## src/design/wbps_pkg.sv

```systemverilog
// ----------------------------------------------------------------------------
// wbps_pkg
// Shared types and constants of the wildcard byte pattern scanner.
// ----------------------------------------------------------------------------
`default_nettype none

package wbps_pkg;

   localparam int MAX_PATTERN_DEFAULT  = 16;
   localparam int ADDRESS_BITS_DEFAULT = 32;

   localparam int CFG_PATTERN_BYTES = 16;
   localparam int ADDR_FIELD_BITS   = 32;

   localparam int CSR_INDEX_BITS = 3;
   localparam int CSR_DATA_BITS  = 64;

   typedef enum logic [CSR_INDEX_BITS-1:0] {
      CSR_PATTERN_LOW  = 3'd0,
      CSR_PATTERN_HIGH = 3'd1,
      CSR_WILDCARD     = 3'd2,
      CSR_LENGTH       = 3'd3,
      CSR_ZERO_WILD    = 3'd4
   } csr_index_type;

   typedef struct packed {
      logic [7:0]                 data_byte;
      logic [ADDR_FIELD_BITS-1:0] byte_address;
      logic                       section_first;
      logic                       scan_first;
      logic                       scan_last;
   } req_data_type;

   typedef struct packed {
      logic                       found;
      logic [ADDR_FIELD_BITS-1:0] match_address;
   } rsp_data_type;

endpackage

`default_nettype wire

```

## src/design/wbps_csr.sv

```systemverilog
// ----------------------------------------------------------------------------
// wbps_csr
// Configuration registers and the pattern aligned to the byte window.
// ----------------------------------------------------------------------------
`default_nettype none

module wbps_csr #(
   parameter int MAX_PATTERN = wbps_pkg::MAX_PATTERN_DEFAULT
) (
   input  wire logic                                     clock,
   input  wire logic                                     reset,
   input  wire logic                                     csr_wr_en,
   input  wire logic [wbps_pkg::CSR_INDEX_BITS-1:0]      csr_index,
   input  wire logic [wbps_pkg::CSR_DATA_BITS-1:0]       csr_wdata,
   output logic      [MAX_PATTERN-1:0][7:0]              aligned_ff,
   output logic      [MAX_PATTERN-1:0]                   care_ff,
   output logic      [$clog2(MAX_PATTERN+1)-1:0]         len_ff,
   output logic      [$clog2(MAX_PATTERN+1)-1:0]         len_m1_ff
);

   localparam int LEN_BITS = $clog2(MAX_PATTERN + 1);
   localparam int JW       = (LEN_BITS > 5) ? LEN_BITS : 5;

   logic [63:0]          pat_low_ff;
   logic [63:0]          pat_high_ff;
   logic [15:0]          mask_ff;
   logic [4:0]           len_cfg_ff;
   logic                 zero_wild_ff;
   logic [127:0]         pat_all;
   logic [LEN_BITS-1:0]  len_sat;
   logic [MAX_PATTERN-1:0][JW-1:0] jpos;
   logic [MAX_PATTERN-1:0][7:0]    pbyte;
   logic [MAX_PATTERN-1:0][7:0]    aligned_in;
   logic [MAX_PATTERN-1:0]         care_in;

   always_ff @(posedge clock) begin
      if (reset) begin
         pat_low_ff   <= '0;
         pat_high_ff  <= '0;
         mask_ff      <= '0;
         len_cfg_ff   <= 5'd1;
         zero_wild_ff <= 1'b0;
      end else if (csr_wr_en) begin
         unique case (wbps_pkg::csr_index_type'(csr_index))
            wbps_pkg::CSR_PATTERN_LOW:  pat_low_ff   <= csr_wdata;
            wbps_pkg::CSR_PATTERN_HIGH: pat_high_ff  <= csr_wdata;
            wbps_pkg::CSR_WILDCARD:     mask_ff      <= csr_wdata[15:0];
            wbps_pkg::CSR_LENGTH:       len_cfg_ff   <= csr_wdata[4:0];
            wbps_pkg::CSR_ZERO_WILD:    zero_wild_ff <= csr_wdata[0];
            default: begin
            end
         endcase
      end
   end

   assign pat_all = {pat_high_ff, pat_low_ff};

   always_comb begin
      if (len_cfg_ff == 5'd0) begin
         len_sat = LEN_BITS'(1);
      end else if (int'(len_cfg_ff) > MAX_PATTERN) begin
         len_sat = LEN_BITS'(MAX_PATTERN);
      end else begin
         len_sat = LEN_BITS'(len_cfg_ff);
      end
   end

   // window slot k holds pattern byte (len - 1 - k)
   always_comb begin
      for (int k = 0; k < MAX_PATTERN; k++) begin
         jpos[k] = JW'(len_sat) - JW'(k) - JW'(1);
         if (jpos[k] < JW'(wbps_pkg::CFG_PATTERN_BYTES)) begin
            pbyte[k] = pat_all[{jpos[k][3:0], 3'b000} +: 8];
         end else begin
            pbyte[k] = 8'h00;
         end
         if (JW'(k) < JW'(len_sat)) begin
            aligned_in[k] = pbyte[k];
            care_in[k]    = !((jpos[k] < JW'(wbps_pkg::CFG_PATTERN_BYTES) &&
                               mask_ff[jpos[k][3:0]]) ||
                              (zero_wild_ff && pbyte[k] == 8'h00));
         end else begin
            aligned_in[k] = 8'h00;
            care_in[k]    = 1'b0;
         end
      end
   end

   always_ff @(posedge clock) begin
      aligned_ff <= aligned_in;
      care_ff    <= care_in;
      len_ff     <= len_sat;
      len_m1_ff  <= len_sat - LEN_BITS'(1);
   end

endmodule

`default_nettype wire

```

## src/design/wbps_window.sv

```systemverilog
// ----------------------------------------------------------------------------
// wbps_window
// Shift window of the newest bytes of the current section and its fill count.
// ----------------------------------------------------------------------------
`default_nettype none

module wbps_window #(
   parameter int MAX_PATTERN = wbps_pkg::MAX_PATTERN_DEFAULT
) (
   input  wire logic                              clock,
   input  wire logic                              reset,
   input  wire logic                              shift_en,
   input  wire wbps_pkg::req_data_type            req_data,
   output logic      [MAX_PATTERN-1:0][7:0]       window_ff,
   output logic      [$clog2(MAX_PATTERN+1)-1:0]  fill_ff
);

   localparam int LEN_BITS = $clog2(MAX_PATTERN + 1);

   logic [LEN_BITS-1:0] fill_base;
   logic [LEN_BITS-1:0] fill_in;

   always_comb begin
      fill_base = req_data.section_first ? '0 : fill_ff;
      if (int'(fill_base) < MAX_PATTERN) begin
         fill_in = fill_base + LEN_BITS'(1);
      end else begin
         fill_in = fill_base;
      end
   end

   always_ff @(posedge clock) begin
      if (reset) begin
         fill_ff <= '0;
      end else if (shift_en) begin
         fill_ff <= fill_in;
      end
   end

   // newest byte in slot 0
   always_ff @(posedge clock) begin
      if (shift_en) begin
         window_ff[0] <= req_data.data_byte;
         for (int k = 1; k < MAX_PATTERN; k++) begin
            window_ff[k] <= window_ff[k-1];
         end
      end
   end

endmodule

`default_nettype wire

```

## src/design/wbps_match.sv

```systemverilog
// ----------------------------------------------------------------------------
// wbps_match
// Window compare, first-match tracking and the result register.
// ----------------------------------------------------------------------------
`default_nettype none

module wbps_match #(
   parameter int MAX_PATTERN  = wbps_pkg::MAX_PATTERN_DEFAULT,
   parameter int ADDRESS_BITS = wbps_pkg::ADDRESS_BITS_DEFAULT
) (
   input  wire logic                              clock,
   input  wire logic                              reset,
   input  wire logic                              item_load,
   input  wire wbps_pkg::req_data_type            req_data,
   output logic                                   stage_ready,
   input  wire logic [MAX_PATTERN-1:0][7:0]       window_ff,
   input  wire logic [$clog2(MAX_PATTERN+1)-1:0]  fill_ff,
   input  wire logic [MAX_PATTERN-1:0][7:0]       aligned_ff,
   input  wire logic [MAX_PATTERN-1:0]            care_ff,
   input  wire logic [$clog2(MAX_PATTERN+1)-1:0]  len_ff,
   input  wire logic [$clog2(MAX_PATTERN+1)-1:0]  len_m1_ff,
   output logic                                   rsp_valid,
   input  wire logic                              rsp_ready,
   output wbps_pkg::rsp_data_type                 rsp_data
);

   logic                    s1_valid_ff;
   logic [ADDRESS_BITS-1:0] s1_addr_ff;
   logic                    s1_scan_first_ff;
   logic                    s1_scan_last_ff;
   logic                    reported_ff;
   logic                    rsp_valid_ff;
   wbps_pkg::rsp_data_type  rsp_data_ff;
   wbps_pkg::rsp_data_type  rsp_data_in;

   logic [MAX_PATTERN-1:0]  slot_ok;
   logic                    hit;
   logic                    reported_now;
   logic                    emit;
   logic                    out_free;
   logic                    s1_adv;
   logic [ADDRESS_BITS-1:0] start_addr;

   always_comb begin
      for (int k = 0; k < MAX_PATTERN; k++) begin
         slot_ok[k] = !care_ff[k] || (window_ff[k] == aligned_ff[k]);
      end
   end

   assign hit          = (fill_ff >= len_ff) && (&slot_ok);
   assign reported_now = s1_scan_first_ff ? 1'b0 : reported_ff;
   assign emit         = s1_valid_ff && !reported_now && (hit || s1_scan_last_ff);
   assign out_free     = !rsp_valid_ff || rsp_ready;
   assign s1_adv       = s1_valid_ff && (!emit || out_free);
   assign stage_ready  = !s1_valid_ff || s1_adv;
   assign start_addr   = s1_addr_ff - ADDRESS_BITS'(len_m1_ff);

   always_comb begin
      rsp_data_in.found = hit;
      if (hit) begin
         rsp_data_in.match_address = wbps_pkg::ADDR_FIELD_BITS'(start_addr);
      end else begin
         rsp_data_in.match_address = '0;
      end
   end

   always_ff @(posedge clock) begin
      if (reset) begin
         s1_valid_ff  <= 1'b0;
         reported_ff  <= 1'b0;
         rsp_valid_ff <= 1'b0;
      end else begin
         if (item_load) begin
            s1_valid_ff <= 1'b1;
         end else if (s1_adv) begin
            s1_valid_ff <= 1'b0;
         end
         if (s1_adv) begin
            reported_ff <= reported_now || emit;
         end
         if (out_free) begin
            rsp_valid_ff <= s1_adv && emit;
         end
      end
   end

   always_ff @(posedge clock) begin
      if (item_load) begin
         s1_addr_ff       <= ADDRESS_BITS'(req_data.byte_address);
         s1_scan_first_ff <= req_data.scan_first;
         s1_scan_last_ff  <= req_data.scan_last;
      end
      if (s1_adv && emit) begin
         rsp_data_ff <= rsp_data_in;
      end
   end

   assign rsp_valid = rsp_valid_ff;
   assign rsp_data  = rsp_data_ff;

   a_not_found_zero : assert property (@(posedge clock) disable iff (reset)
      rsp_valid_ff && !rsp_data_ff.found |-> rsp_data_ff.match_address == '0)
      else $error("not-found item carries an address");

   a_reported_set : assert property (@(posedge clock) disable iff (reset)
      s1_adv && emit |=> reported_ff)
      else $error("result sent without marking scan reported");

   a_single_result : assert property (@(posedge clock) disable iff (reset)
      s1_valid_ff && reported_ff && !s1_scan_first_ff |-> !emit)
      else $error("second result within one scan");

   a_stage_hold : assert property (@(posedge clock) disable iff (reset)
      s1_valid_ff && !s1_adv |=> s1_valid_ff && $stable(s1_addr_ff))
      else $error("stalled item lost from compare stage");

endmodule

`default_nettype wire

```

## src/design/wildcard_byte_pattern_scanner_unit.sv

```systemverilog
// ----------------------------------------------------------------------------
// wildcard_byte_pattern_scanner_unit
// Streams image bytes through a window and reports the first match of a
// wildcard byte pattern per scan.
//
// Usage:
//   req_*  : one image byte per item with its address and section/scan flags.
//   rsp_*  : at most one item per scan: found with the match start address,
//            or not-found (address zero) on the last byte of the scan.
//   csr_*  : pattern, wildcard mask, length and zero-wildcard mode; write
//            only while no item is in flight.
// Timing:
//   One byte per cycle sustained unless a held result stalls the compare
//   stage. A result passes the window and compare register, then the result
//   register. After each configuration write the pattern is realigned to the
//   window in a register that follows the configuration registers.
// Reset clears the window fill count, the scan state and the valid flags,
// and loads the register reset values (length one).
// When rsp_ready is low the result register holds; bytes without a result
// keep flowing, the next byte that carries a result waits in the compare
// stage, and req_ready stays low until the held result is taken.
// ----------------------------------------------------------------------------
`default_nettype none

module wildcard_byte_pattern_scanner_unit #(
   parameter int MAX_PATTERN  = wbps_pkg::MAX_PATTERN_DEFAULT,
   parameter int ADDRESS_BITS = wbps_pkg::ADDRESS_BITS_DEFAULT
) (
   input  wire logic                                clock,
   input  wire logic                                reset,
   input  wire logic                                req_valid,
   output logic                                     req_ready,
   input  wire wbps_pkg::req_data_type              req_data,
   output logic                                     rsp_valid,
   input  wire logic                                rsp_ready,
   output wbps_pkg::rsp_data_type                   rsp_data,
   input  wire logic                                csr_wr_en,
   input  wire logic [wbps_pkg::CSR_INDEX_BITS-1:0] csr_index,
   input  wire logic [wbps_pkg::CSR_DATA_BITS-1:0]  csr_wdata
);

   localparam int LEN_BITS = $clog2(MAX_PATTERN + 1);

   logic                          req_accept;
   logic                          stage_ready;
   logic [MAX_PATTERN-1:0][7:0]   aligned;
   logic [MAX_PATTERN-1:0]        care;
   logic [LEN_BITS-1:0]           len;
   logic [LEN_BITS-1:0]           len_m1;
   logic [MAX_PATTERN-1:0][7:0]   window;
   logic [LEN_BITS-1:0]           fill;

   assign req_ready  = stage_ready;
   assign req_accept = req_valid && stage_ready;

   wbps_csr #(
      .MAX_PATTERN (MAX_PATTERN)
   ) u_csr (
      .clock      (clock),
      .reset      (reset),
      .csr_wr_en  (csr_wr_en),
      .csr_index  (csr_index),
      .csr_wdata  (csr_wdata),
      .aligned_ff (aligned),
      .care_ff    (care),
      .len_ff     (len),
      .len_m1_ff  (len_m1)
   );

   wbps_window #(
      .MAX_PATTERN (MAX_PATTERN)
   ) u_window (
      .clock     (clock),
      .reset     (reset),
      .shift_en  (req_accept),
      .req_data  (req_data),
      .window_ff (window),
      .fill_ff   (fill)
   );

   wbps_match #(
      .MAX_PATTERN  (MAX_PATTERN),
      .ADDRESS_BITS (ADDRESS_BITS)
   ) u_match (
      .clock       (clock),
      .reset       (reset),
      .item_load   (req_accept),
      .req_data    (req_data),
      .stage_ready (stage_ready),
      .window_ff   (window),
      .fill_ff     (fill),
      .aligned_ff  (aligned),
      .care_ff     (care),
      .len_ff      (len),
      .len_m1_ff   (len_m1),
      .rsp_valid   (rsp_valid),
      .rsp_ready   (rsp_ready),
      .rsp_data    (rsp_data)
   );

endmodule

`default_nettype wire

```

## config.mk

```make
export PLATFORM = sky130hd
export DESIGN_NAME = wildcard_byte_pattern_scanner_unit
export DESIGN_NICKNAME = d
export VERILOG_FILES = /design/src/design/wbps_pkg.sv /design/src/design/wbps_csr.sv /design/src/design/wbps_window.sv /design/src/design/wbps_match.sv /design/src/design/wildcard_byte_pattern_scanner_unit.sv
export SDC_FILE = /design/constraint.sdc
export NUM_CORES = 1
export LEC_CHECK = 0
export ABC_CLOCK_PERIOD_IN_PS = 37900
export BUFFER_PORTS_ARGS = -buffer_cell sky130_fd_sc_hd__buf_2
export CORE_AREA = 2 2 236 238
export CTS_BUF_LIST = sky130_fd_sc_hd__clkbuf_8 sky130_fd_sc_hd__clkbuf_16
export DETAILED_ROUTE_END_ITERATION = 16
export DIE_AREA = 0 0 238 240
export PLACE_DENSITY = 0.69
export SYNTH_ARGS = -nofsm -noshare
export SYNTH_HDL_FRONTEND = slang
export SYNTH_SLANG_ARGS = --single-unit
```

## constraint.sdc

```tcl
create_clock -name clock -period 37.9 [get_ports clock]
set_clock_uncertainty 0.05 [all_clocks]
set_input_delay 1.895 -clock clock [delete_from_list [all_inputs] [get_ports clock]]
set_output_delay 1.895 -clock clock [all_outputs]
set_load 0.005 [all_outputs]
```

==> run metrics <==
sequential area share after synthesis=0.4491; number of global-route vias before repair=20.41k; Initial DRC Count=2,231; max_cap viols=0; post_cts resized=0; Detailed Routing Iterations Pass 1=7; Max stage delay on crit path=0.76 ns; Vias=21.64k; Final Wtd Congestion=1.041; Place WS=32.40 ns; Critical-path top delay cell=buf_4; Routed WL=98.05 mm; total CTS buffers=52; Worst slew margin=0.04583; Final Hold Viols=0; Die X=238 um; class of the worst hold path=flop to flop; CTS sink count=507; CP cell instances=buf_4 -> nand2b_4 -> buf_4 -> ha_1 -> inv_1 -> o311ai_0 -> o21a_1 -> buf_4 -> inv_2 -> xnor2_4 -> mux2_1 -> nor4b_1 -> nand3b_1 -> o31a_1; Fmax=0.1774 GHz; antenna-violating nets left=0; leak pwr=10.96 nW; Final WS setup=32.26 ns; fill count=4,795; FFs w/ async S/R, synth=0; Die Ht=240 um; num rows=86; CP endpoint=u_csr.care_ff[1]; total grt overflow=0; H-tree depth=2; main combinational cell family by area after synthesis=multiplexers; Final Cycle Share=0.1488; # hold bufs at CTS=0; Synth Net Count=2,782; Compound-Gate Fraction of Synth Area=0.09286; RR Startpoint=u_csr.len_cfg_ff[4]; status=completed; total global-route track usage=0.3412; Post-Synth XOR/XNOR Area=0.05646; WL/cell=28.32 um; crit path buf inv count=5; DRC viols=0; worst ir drop on vdd=0.03311 mV; critical path required time=38.33 ns; Critical R2R Capture=u_csr.care_ff[1]; R2R depth=14; post-synth cell types=84; post-route minimum period=5.638 ns; Worst setup SP type=flop; die footprint=0.05712 mm^2; critical path depth in cells=14; first-pass GRT wire length=140.9 mm; Max Transition Viols Final=0; Synth Area in Simple Gates=0.1494; worst-skew pair later-pin latency=0.62 ns; Synth Flop Type=dfxtp_1; TritonCTS clock tree=done; Mean Syn Cell Area=10.20 um^2; largest net degree at the start of global routing=97; layout cells sized above 1=0.1523; clock root cell=clkbuf_16; number of synthesized flops with an enable pin=195; num ports=150; Slew @ Worst Pin=1.416 ns; most frequent cells in the layout=nand2_1, dfxtp_1, mux2i_1; Layout area overhead=10.83%; RSZ-0062 raised after global routing=false; Synth Warn #=0; commonest non-fill, non-tap cell in the layout=nand2_1; hpwl dp=75.52 mm; #FFs+latches synth=507; clk buf depth=3; crit path launch=u_csr.len_cfg_ff[4]; critical path fanouts, max=57; multiplexer share of the synthesized area=0.2044; Setup TNS=0 ns; Mapped Area=0.02695 mm^2; R2R setup slack=32.26 ns; core box area=0.05466 mm^2; crit path DAT=6.07 ns; Largest delay share family, worst path=buffers and inverters; CP endpoint kind=flop; # nets final=2,855; starting density of the core=0.4930; final setup vio count=0; adder-cell area share of the yosys netlist=0.01235; cell count after synthesis=2,641; critical path class=flop to flop; antenna violations before repair=6; clk slew on worst S/H paths=0.07 ns; Port Buffer Count=149; total power=1.237 mW; power per cell area=41.43 mW/mm^2; critical path's most frequent cell=buf_4; Post-CTS Setup Inserts=0; number of vias per cell=6.251
[cells in the mapped netlist (3+ instances only)]
library cell | number | share of area
a2111oi_0 | 16 | 0.0052
a211o_1 | 8 | 0.0026
a211oi_1 | 25 | 0.0070
a21o_1 | 8 | 0.0022
a21oi_1 | 194 | 0.036
a22oi_1 | 9 | 0.0025
a311oi_1 | 3 | 0.00098
a31o_2 | 4 | 0.0013
a31oi_1 | 26 | 0.0060
a41oi_1 | 3 | 0.00098
and2_1 | 26 | 0.0060
and3_1 | 22 | 0.0051
buf_1 | 12 | 0.0017
buf_2 | 25 | 0.0046
buf_4 | 21 | 0.0059
buf_6 | 5 | 0.0021
clkbuf_1 | 95 | 0.013
dfxtp_1 | 312 | 0.23
edfxtp_1 | 195 | 0.22
ha_1 | 25 | 0.012
inv_1 | 45 | 0.0063
inv_2 | 6 | 0.00084
mux2i_1 | 271 | 0.10
mux4_2 | 122 | 0.10
nand2_1 | 548 | 0.076
nand2b_1 | 12 | 0.0028
nand3_1 | 32 | 0.0059
nand3b_1 | 3 | 0.00084
nand4_1 | 48 | 0.011
nor2_1 | 164 | 0.023
nor2b_1 | 22 | 0.0051
nor3_1 | 20 | 0.0037
nor4_1 | 9 | 0.0021
o211a_1 | 3 | 0.0011
o211ai_1 | 5 | 0.0014
o21a_1 | 4 | 0.0011
o21ai_0 | 38 | 0.0071
o22a_1 | 15 | 0.0049
o22ai_1 | 11 | 0.0026
o31a_1 | 5 | 0.0016
or2_2 | 3 | 0.00070
or4_1 | 4 | 0.0011
xnor2_1 | 153 | 0.050
xor2_1 | 12 | 0.0039
[per-layer routing]
metal	global-route usage	vias to the layer above	wire [um]
met5	0	-	0
met4	0.1722	0	5605
met3	0.05821	213	7723
met2	0.5447	996	44610
met1	0.4499	10800	40110
li1	-	9633	-
[how the worst min path moves through the flow]
stage,from,cells past startpoint,slack (ns),endpoint
finish,u_window.window_ff[65],0,0.42,u_window.window_ff[73]
global route,u_window.window_ff[54],0,0.43,u_window.window_ff[62]
CTS,u_window.window_ff[9],0,0.42,u_window.window_ff[17]
detailed placement,u_window.window_ff[67],0,0.41,u_window.window_ff[75]
global placement,u_window.window_ff[41],0,0.40,u_window.window_ff[49]
floorplan,u_window.window_ff[92],0,0.40,u_window.window_ff[100]
[registers in the layout, summed over array words and instances, names as in the netlist, 5 cells and up]
| name | flops |
|---|---|
| u_match.rsp_data | 33 |
| u_csr.care_ff | 16 |
| u_csr.len_cfg_ff | 5 |
| u_csr.mask_ff | 16 |
| u_csr.len_m1_ff | 5 |
| u_csr.len_ff | 5 |
| u_window.window_ff | 128 |
| u_csr.pat_high_ff | 64 |
| u_csr.aligned_ff | 128 |
| u_window.fill_ff | 5 |
| u_csr.pat_low_ff | 64 |
| u_match.s1_addr_ff | 32 |
[report_power, final]
part	internal, mW	total (mW)	leakage (nW)	switching, mW
sequential	0.584	0.602	4.46	0.0173
clock	0.303	0.528	0.899	0.224
combinational	0.0405	0.108	5.60	0.0676
[cells by family after synthesis]
family | Yosys count
xor+xnor | 169
mux | 396
fa+ha+maj | 26
flops | 507
buf+inv | 211
compound gates | 401
simple gates | 931
[area by class of cell]
type                    instances  area [um^2]  area share
diodes                          1        2.502  0.00008379
repair buffers                178        965.9     0.03234
clock buffers                  60         1411     0.04726
flip-flops and latches        507        12100      0.4052
inverters                      52        206.4    0.006912
multi-input cells            1923        13920      0.4661
well taps                     704        880.8     0.02949
clock inverters                37        376.6     0.01261
[stage by stage]
stage | area [um^2] | hold slack, ns | cells | util
finish | 29870 | 0.4215 | 3462 | 0.5464
global route | 29860 | 0.4292 | 3461 | 0.5463
CTS | 29860 | 0.4211 | 3461 | 0.5463
detailed placement | 28080 | 0.4079 | 3364 | 0.5136
global placement | 28080 | 0.4042 | 3364 | 0.5136
floorplan | 26950 | 0.3987 | 2641 | -
Note: power is estimated with default switching activity, not from simulation.
